==> config.mk <==
export PLATFORM = sky130hd
export DESIGN_NAME = date_add_days_and_day_number
export DESIGN_NICKNAME = d
export VERILOG_FILES = /design/src/hw/rtl/dadn_pkg.sv /design/src/hw/rtl/dadn_ctrl.sv /design/src/hw/rtl/dadn_dp.sv /design/src/hw/rtl/date_add_days_and_day_number.sv
export SDC_FILE = /design/constraint.sdc
export NUM_CORES = 1
export LEC_CHECK = 0
export CORE_MARGIN = 5
export CORE_UTILIZATION = 35
export DETAILED_ROUTE_END_ITERATION = 10
export DONT_BUFFER_PORTS = 1
export PLACE_DENSITY = 0.46
export RECOVER_POWER = 100
export SLEW_MARGIN = 20
export SYNTH_ARGS = -nofsm -noshare
export SYNTH_HDL_FRONTEND = slang
export SYNTH_SLANG_ARGS = --single-unit
==> constraint.sdc <==
create_clock -name clock -period 9.95 [get_ports clock]
set_input_delay 0.4975 -clock clock [delete_from_list [all_inputs] [get_ports clock]]
set_output_delay 0.4975 -clock clock [all_outputs]
set_load 0.005 [all_outputs]
==> src/hw/rtl/dadn_pkg.sv <==
// Shared types, state encoding and calendar tables for the date-advance block.
// Used by dadn_ctrl, dadn_dp and date_add_days_and_day_number.
`timescale 1ns / 1ps

package dadn_pkg;

   // Internal widths cover the default parameter ranges (year up to 9999, offset up to 4095).
   localparam int YEAR_W = 17;
   localparam int DAY_W  = 13;
   localparam int QUO_W  = 10;
   localparam int REM_W  = 7;
   localparam int CNT_W  = 22;

   // floor(y/100) estimate: (y * RECIP_100) >> RECIP_SHIFT, low by at most one
   localparam int RECIP_100   = 5242;
   localparam int RECIP_SHIFT = 19;
   localparam int PROD_W      = 30;

   localparam int DAYS_PER_YEAR = 365;
   localparam int MONTHS        = 12;

   typedef struct packed {
      logic [13:0] start_year;
      logic [3:0]  start_month;
      logic [4:0]  start_day;
      logic [11:0] offset_days;
   } req_type;

   typedef struct packed {
      logic [13:0] norm_year;
      logic [3:0]  norm_month;
      logic [4:0]  norm_day;
      logic [21:0] day_number;
   } rsp_type;

   typedef enum logic [2:0] {
      ST_IDLE,
      ST_MUL,
      ST_SPLIT,
      ST_STEP,
      ST_SUM,
      ST_ACC,
      ST_EMIT
   } state_type;

   typedef struct packed {
      logic load;
      logic mul;
      logic split;
      logic step;
      logic sum;
      logic acc;
      logic emit;
   } cmd_type;

   typedef struct packed {
      logic over;
      logic out_free;
   } sts_type;

   function automatic logic [4:0] month_len(input logic leap, input logic [3:0] month);
      logic [4:0] len;
      unique case (month)
         4'd2:                      len = leap ? 5'd29 : 5'd28;
         4'd4, 4'd6, 4'd9, 4'd11:   len = 5'd30;
         default:                   len = 5'd31;
      endcase
      return len;
   endfunction

   // days in the months before this one
   function automatic logic [8:0] cum_days(input logic leap, input logic [3:0] month);
      logic [8:0] base;
      unique case (month)
         4'd2:    base = 9'd31;
         4'd3:    base = 9'd59;
         4'd4:    base = 9'd90;
         4'd5:    base = 9'd120;
         4'd6:    base = 9'd151;
         4'd7:    base = 9'd181;
         4'd8:    base = 9'd212;
         4'd9:    base = 9'd243;
         4'd10:   base = 9'd273;
         4'd11:   base = 9'd304;
         4'd12:   base = 9'd334;
         default: base = 9'd0;
      endcase
      return (leap && month > 4'd2) ? base + 9'd1 : base;
   endfunction

endpackage

==> src/hw/rtl/dadn_ctrl.sv <==
// Sequencer for the date-advance block: accept, split year, month steps, sum, emit.
// Depends on dadn_pkg; drives the command struct of dadn_dp.
`timescale 1ns / 1ps

module dadn_ctrl (
   input  logic             clock,
   input  logic             reset,
   input  logic             req_valid,
   output logic             req_stall,
   input  dadn_pkg::sts_type sts,
   output dadn_pkg::cmd_type cmd
);
   import dadn_pkg::*;

   state_type state_ff, state_in;

   always_ff @(posedge clock) begin
      if (reset) begin
         state_ff <= ST_IDLE;
      end else begin
         state_ff <= state_in;
      end
   end

   always_comb begin
      state_in = state_ff;
      unique case (state_ff)
         ST_IDLE:  if (req_valid) state_in = ST_MUL;
         ST_MUL:   state_in = ST_SPLIT;
         ST_SPLIT: state_in = ST_STEP;
         ST_STEP:  if (!sts.over) state_in = ST_SUM;
         ST_SUM:   state_in = ST_ACC;
         ST_ACC:   state_in = ST_EMIT;
         ST_EMIT:  if (sts.out_free) state_in = ST_IDLE;
         default:  state_in = ST_IDLE;
      endcase
   end

   always_comb begin
      cmd       = '0;
      req_stall = (state_ff != ST_IDLE);
      unique case (state_ff)
         ST_IDLE:  cmd.load  = req_valid;
         ST_MUL:   cmd.mul   = 1'b1;
         ST_SPLIT: cmd.split = 1'b1;
         ST_STEP:  cmd.step  = sts.over;
         ST_SUM:   cmd.sum   = 1'b1;
         ST_ACC:   cmd.acc   = 1'b1;
         ST_EMIT:  cmd.emit  = sts.out_free;
         default:  cmd       = '0;
      endcase
   end

endmodule

==> src/hw/rtl/dadn_dp.sv <==
// Datapath for the date-advance block: clamps, year split by 100, month stepping,
// day count and the result register. Depends on dadn_pkg; commanded by dadn_ctrl.
`timescale 1ns / 1ps

module dadn_dp #(
   parameter int YEAR_MAX   = 9999,
   parameter int OFFSET_MAX = 4095
) (
   input  logic              clock,
   input  logic              reset,
   input  dadn_pkg::req_type req_data,
   output logic              rsp_valid,
   input  logic              rsp_stall,
   output dadn_pkg::rsp_type rsp_data,
   input  dadn_pkg::cmd_type cmd,
   output dadn_pkg::sts_type sts
);
   import dadn_pkg::*;

   logic [YEAR_W-1:0] year_ff, year_in;
   logic [3:0]        month_ff, month_in;
   logic [DAY_W-1:0]  day_ff, day_in;
   logic [QUO_W-1:0]  quo_ff, quo_in;
   logic [REM_W-1:0]  rem_ff, rem_in;
   logic [PROD_W-1:0] prod_ff;
   logic [CNT_W-1:0]  yr_days_ff, leaps_ff, count_ff;
   logic [8:0]        prefix_ff;
   logic              rsp_valid_ff;
   rsp_type           rsp_data_ff;

   // input conditioning
   logic [YEAR_W-1:0] y_clamp, y_start;
   logic [11:0]       off_clamp;
   logic [3:0]        m_start;
   logic [DAY_W-1:0]  d_sum, d_start;

   always_comb begin
      y_clamp = ({3'b0, req_data.start_year} > YEAR_W'(YEAR_MAX)) ?
                YEAR_W'(YEAR_MAX) : {3'b0, req_data.start_year};
      off_clamp = ({4'b0, req_data.offset_days} > 16'(OFFSET_MAX)) ?
                  12'(OFFSET_MAX) : req_data.offset_days;
      y_start = y_clamp;
      m_start = req_data.start_month;
      if (req_data.start_month == 4'd0) begin
         m_start = 4'd1;
      end else if (req_data.start_month > 4'(MONTHS)) begin
         m_start = req_data.start_month - 4'(MONTHS);
         y_start = y_clamp + 1'b1;
      end
      d_sum   = DAY_W'(req_data.start_day) + DAY_W'(off_clamp);
      d_start = (d_sum == '0) ? DAY_W'(1) : d_sum;
   end

   // year split into quotient and remainder by 100
   logic [QUO_W-1:0]  q_est;
   logic [YEAR_W-1:0] r_est;

   assign q_est = prod_ff[RECIP_SHIFT +: QUO_W];
   assign r_est = year_ff - YEAR_W'(q_est) * YEAR_W'(100);

   logic       leap;
   logic [4:0] len;

   assign leap = (rem_ff == '0) ? (quo_ff[1:0] == 2'b00) : (rem_ff[1:0] == 2'b00);
   assign len  = month_len(leap, month_ff);

   // leap years before the current year, from p = year - 1 = 100*pq + pr
   logic [QUO_W-1:0] pq;
   logic [REM_W-1:0] pr;
   logic [CNT_W-1:0] leaps_calc;

   always_comb begin
      if (rem_ff != '0) begin
         pq = quo_ff;
         pr = rem_ff - 1'b1;
      end else begin
         pq = quo_ff - 1'b1;
         pr = REM_W'(99);
      end
      if (year_ff == '0) begin
         leaps_calc = '0;
      end else begin
         leaps_calc = CNT_W'({pq, 4'b0}) + CNT_W'({pq, 3'b0}) + CNT_W'(pr >> 2)
                    + CNT_W'(pq >> 2) + CNT_W'(1);
      end
   end

   always_comb begin
      year_in  = year_ff;
      month_in = month_ff;
      day_in   = day_ff;
      quo_in   = quo_ff;
      rem_in   = rem_ff;
      if (cmd.load) begin
         year_in  = y_start;
         month_in = m_start;
         day_in   = d_start;
      end
      if (cmd.split) begin
         if (r_est >= YEAR_W'(100)) begin
            quo_in = q_est + 1'b1;
            rem_in = REM_W'(r_est - YEAR_W'(100));
         end else begin
            quo_in = q_est;
            rem_in = REM_W'(r_est);
         end
      end
      if (cmd.step) begin
         day_in = day_ff - DAY_W'(len);
         if (month_ff == 4'(MONTHS)) begin
            month_in = 4'd1;
            year_in  = year_ff + 1'b1;
            if (rem_ff == REM_W'(99)) begin
               rem_in = '0;
               quo_in = quo_ff + 1'b1;
            end else begin
               rem_in = rem_ff + 1'b1;
            end
         end else begin
            month_in = month_ff + 1'b1;
         end
      end
   end

   always_ff @(posedge clock) begin
      year_ff  <= year_in;
      month_ff <= month_in;
      day_ff   <= day_in;
      quo_ff   <= quo_in;
      rem_ff   <= rem_in;
      if (cmd.mul) begin
         prod_ff <= PROD_W'(year_ff) * PROD_W'(RECIP_100);
      end
      if (cmd.sum) begin
         yr_days_ff <= CNT_W'(year_ff) * CNT_W'(DAYS_PER_YEAR);
         leaps_ff   <= leaps_calc;
         prefix_ff  <= cum_days(leap, month_ff);
      end
      if (cmd.acc) begin
         count_ff <= yr_days_ff + leaps_ff + CNT_W'(prefix_ff) + CNT_W'(day_ff);
      end
   end

   // result register
   always_ff @(posedge clock) begin
      if (reset) begin
         rsp_valid_ff <= 1'b0;
      end else if (cmd.emit) begin
         rsp_valid_ff <= 1'b1;
      end else if (!rsp_stall) begin
         rsp_valid_ff <= 1'b0;
      end
   end

   always_ff @(posedge clock) begin
      if (cmd.emit) begin
         rsp_data_ff.norm_year  <= year_ff[13:0];
         rsp_data_ff.norm_month <= month_ff;
         rsp_data_ff.norm_day   <= day_ff[4:0];
         rsp_data_ff.day_number <= count_ff;
      end
   end

   assign rsp_valid    = rsp_valid_ff;
   assign rsp_data     = rsp_data_ff;
   assign sts.over     = (day_ff > DAY_W'(len));
   assign sts.out_free = !rsp_valid_ff || !rsp_stall;

   a_step_month: assert property (@(posedge clock) disable iff (reset)
      cmd.step |-> (month_ff >= 4'd1 && month_ff <= 4'(MONTHS)))
      else $error("month out of range while stepping");

   a_rem_range: assert property (@(posedge clock) disable iff (reset)
      (cmd.step || cmd.sum) |-> (rem_ff < REM_W'(100)))
      else $error("year remainder not below 100");

   a_split_exact: assert property (@(posedge clock) disable iff (reset)
      cmd.split |=> (YEAR_W'(quo_ff) * YEAR_W'(100) + YEAR_W'(rem_ff) == year_ff))
      else $error("year split does not rebuild the year");

   a_emit_norm: assert property (@(posedge clock) disable iff (reset)
      cmd.emit |-> (day_ff >= DAY_W'(1) && day_ff <= DAY_W'(31)))
      else $error("emitted day not normalized");

endmodule

==> src/hw/rtl/date_add_days_and_day_number.sv <==
// Top level of the date-advance block: adds a day offset to a date, normalizes it
// and returns its day count from year 0. Depends on dadn_pkg, dadn_ctrl and dadn_dp.
//
//   channel  dir  handshake                     beat
//   req      in   req_valid / req_stall         start_year, start_month, start_day, offset_days
//   rsp      out  rsp_valid / rsp_stall         norm_year, norm_month, norm_day, day_number
//
// One item at a time: an accepted beat passes the multiply, split, month-step, sum, accumulate
// and emit states, stepping one month per cycle (up to about 140 months for offset 4095).
// req_stall is high from acceptance until the result is written to the output register.
// The output register holds a result under rsp_stall while the next item is processed.
// Synchronous active-high reset clears the sequencer and the output valid.
`timescale 1ns / 1ps

module date_add_days_and_day_number #(
   parameter int YEAR_MAX   = 9999,
   parameter int OFFSET_MAX = 4095
) (
   input  logic              clock,
   input  logic              reset,
   input  logic              req_valid,
   output logic              req_stall,
   input  dadn_pkg::req_type req_data,
   output logic              rsp_valid,
   input  logic              rsp_stall,
   output dadn_pkg::rsp_type rsp_data
);
   import dadn_pkg::*;

   cmd_type cmd;
   sts_type sts;

   dadn_ctrl u_ctrl (
      .clock     (clock),
      .reset     (reset),
      .req_valid (req_valid),
      .req_stall (req_stall),
      .sts       (sts),
      .cmd       (cmd)
   );

   dadn_dp #(
      .YEAR_MAX   (YEAR_MAX),
      .OFFSET_MAX (OFFSET_MAX)
   ) u_dp (
      .clock     (clock),
      .reset     (reset),
      .req_data  (req_data),
      .rsp_valid (rsp_valid),
      .rsp_stall (rsp_stall),
      .rsp_data  (rsp_data),
      .cmd       (cmd),
      .sts       (sts)
   );

endmodule

==> impl_results.md <==
* Status: finished, violations left
* Failing checks: max-capacitance violations, max-slew violations
* Synth Register Bits at 188
* Reg clk slew, reported paths at 0.08 ns
* Top Family by Delay on Critical Path: buffers and inverters
* Gpl congestion at 0.861
* Hold_ws at 0.0850 ns
* Layout Nets at 2253
* Max cap viols at 4
* Post-synth top area share at 23.1%
* Clk sinks at 188
* Post-Syn Area at 18300 sq um
* Main synth FF type: edfxtp_1
* Syn nets at 2242
* Share of cells above drive strength 1 at around 3.8%
* Number of remaining DRC errors at 0
* R2r setup slk at 2.95 ns
* Die Span Y at 239 um
* Least-Margin Pin Slew at 2.54 ns
* Worst-path cell chain: inv_1 > ha_1 > or2b_1 > or3_1 > a21boi_0 > o21ai_0 > a21oi_1 > a21oi_1 > ha_1 > nor2b_1 > o2111ai_1 > a21oi_1 > o31a_1 > clkbuf_1 > and4_1 > clkbuf_1 > nor2_1 > clkbuf_1 > nor3_1 > a21oi_1 > a21oi_1
* Core area at 51500 sq um
* Top-Level Pins at 86
* Setup CP Type: register to register
* Critical path arrival at about 7.4 ns
* Grt total ovfl at 0
* Most frequent CP cell: a21oi_1
* Vias in the first global route at 12.8k
* Avg Inst Size Synth at 10.3 sq um
* Wire per inst at around 18 um
* Global-route wire length before repair at between 70 and 80 mm
* Cell Area, Placed at 19200 sq um
* Setup crit start kind: register
* Critical Path RT at 10.36 ns
* Number of post-CTS setup repair buffers at 0
* Vias at about 12k
* Crit end category: register
* Setup Viol. Count Final at 0
* H-tree levels at 4
* Initial DRC count at between 600 and 700
* N_diodes at 0
* Final max-slew violation count at between 100 and 150
* Count leader, synth: ha_1
* RSZ-0062 raised after global routing: false
* GRT Resource Usage Total at between 10% and 20%
* Setup total negative slack at 0 ns
* Top achievable clock speed at around 140 MHz
* EDFF count, synth at approximately 140
* Die X at 239 um
* CTS tree: done
* Synth area leaders: edfxtp_1, ha_1, fa_1, dfxtp_1, xnor2_1
* Dpl hpwl at 37.4 mm
* I/O Buffers at 0
* Post-synth top cells: ha_1, inv_1, fa_1
* Drt pass-1 iters at 5
* Crit Path Max Fanout at 37
* Root Buffer: clkbuf_16
* Synth Warn # at 0
* CP peak stage delay at 1.13 ns
* # rows at 83
* Final cycle utilization of the critical path at 70.4%
* Register area share after synthesis at ~28%
* Asr flop ratio synth at 0%
* TritonCTS Buffers at 17
* DRT Wirelength at between 40 and 50 mm
* Deepest clock path buffer count at 2
* Synthesized netlist cell count at 1774
* Worst path slowest cell: clkbuf_1
* Via density per instance at about 5.0
* Clock Skews at approximately 0.015 ns
* Layout area overhead at 7.58%
* Final Cell Area at 19700 sq um
* Cts repair resizes at 0
* Placed Cells at 2446
* Largest net degree at the start of global routing at 48
* Post-DRT Antenna Nets at 0
* Starting Density at 35.5%
* Initial antenna violation count at 0
* Dominant cell type by area after synthesis: edfxtp_1
* Final hold vios at 0
* Max_slew headroom at -69.3%
* Distinct cells, synth at ~80
* Crit path buf inv count at 4
* Die Footprint at 57000 sq um
* Min-Delay Path Class: primary input to register
* Minimum clock period at 7.00 ns
* Clk_lat worst skew at 0.48 ns
* Fin cells at 2478
* Number of hold buffers added after CTS at 0
[per-layer routing]
layer  vias to the layer above  routed length [um]  GRT usage (%)
met2                       198               22200           27.6
met3                        32                1690           3.28
met1                      6081               21200           21.5
li1                       6173                   -              -
met4                         0                 595           3.62
met5                         -                   0              0
[placed cells by master, fill, tap and decap left out, types with 9 or more instances in the layout]
cell / count
clkbuf_1: 16
a21o_1: 22
o21bai_1: 15
a31oi_1: 12
xor2_1: 40
edfxtp_1: 141
dfxtp_1: 47
nor2b_1: 22
nor2_1: 113
fa_1: 154
clkbuf_16: 17
nor3_1: 44
nor3b_1: 13
nand2_1: 73
a211oi_1: 9
xnor2_1: 104
nand2b_1: 17
nand4_1: 16
nand3_1: 45
inv_1: 235
and3_1: 19
ha_1: 275
o21ai_0: 75
a21oi_1: 101
o21a_1: 14
[area by class of cell]
cell class                      count  area [sq um]
Multi-Input combinational cell   1319         12100
Clock inverter                     15           174
Fill cell                        5182         31800
Sequential cell                   188          5170
Tap cell                          680           851
Inverter                          236           886
Timing Repair Buffer               23           113
Clock buffer                       17           425
[registers in the layout (all words and copies together), names as in the netlist, 10 cells and up, named ones only]
| signal | cells |
|---|---|
| u_dp.day_ff | 13 |
| u_dp.quo_ff | 10 |
| u_dp.prod_ff | 10 |
| u_dp.count_ff | 22 |
| u_dp.yr_days_ff | 22 |
| u_dp.year_ff | 17 |
| u_dp.leaps_ff | 16 |
| u_dp.rsp_data | 45 |
[through the flow]
| step | setup WS, ns | utilization, % |
|---|---|---|
| floorplan | 4.47 | - |
| global placement | 4.06 | 37.2 |
| detailed placement | 4.00 | 37.2 |
| CTS | 3.94 | 38.4 |
| global route | 2.29 | 38.2 |
| finish | 2.95 | 38.2 |
[kinds of logic after synthesis]
family / Yosys count / share of synthesized area (%)
AO/OA/AOI/OAI: 317 / 10.9
XOR/XNOR: 145 / 6.98
adder cells (fa/ha/maj): 429 / 35.6
buffers and inverters: 267 / 5.77
flip-flops: 188 / 28.3
multiplexers: 13 / 0.814
AND/OR/NAND/NOR: 415 / 11.7
[final timing paths]
kind	cells past startpoint	end	from
worst max-delay path	21	u_dp.year_ff[3]	u_dp.rem_ff[0]
worst min-delay path	1	u_dp.rsp_valid	reset
worst max register to register	21	u_dp.year_ff[3]	u_dp.rem_ff[0]
worst min register to register	0	u_dp.rsp_data[2]	u_dp.count_ff[2]
Power is not shown: default switching activity piles up to over one toggle a cycle in this logic, so the estimate is an artifact.
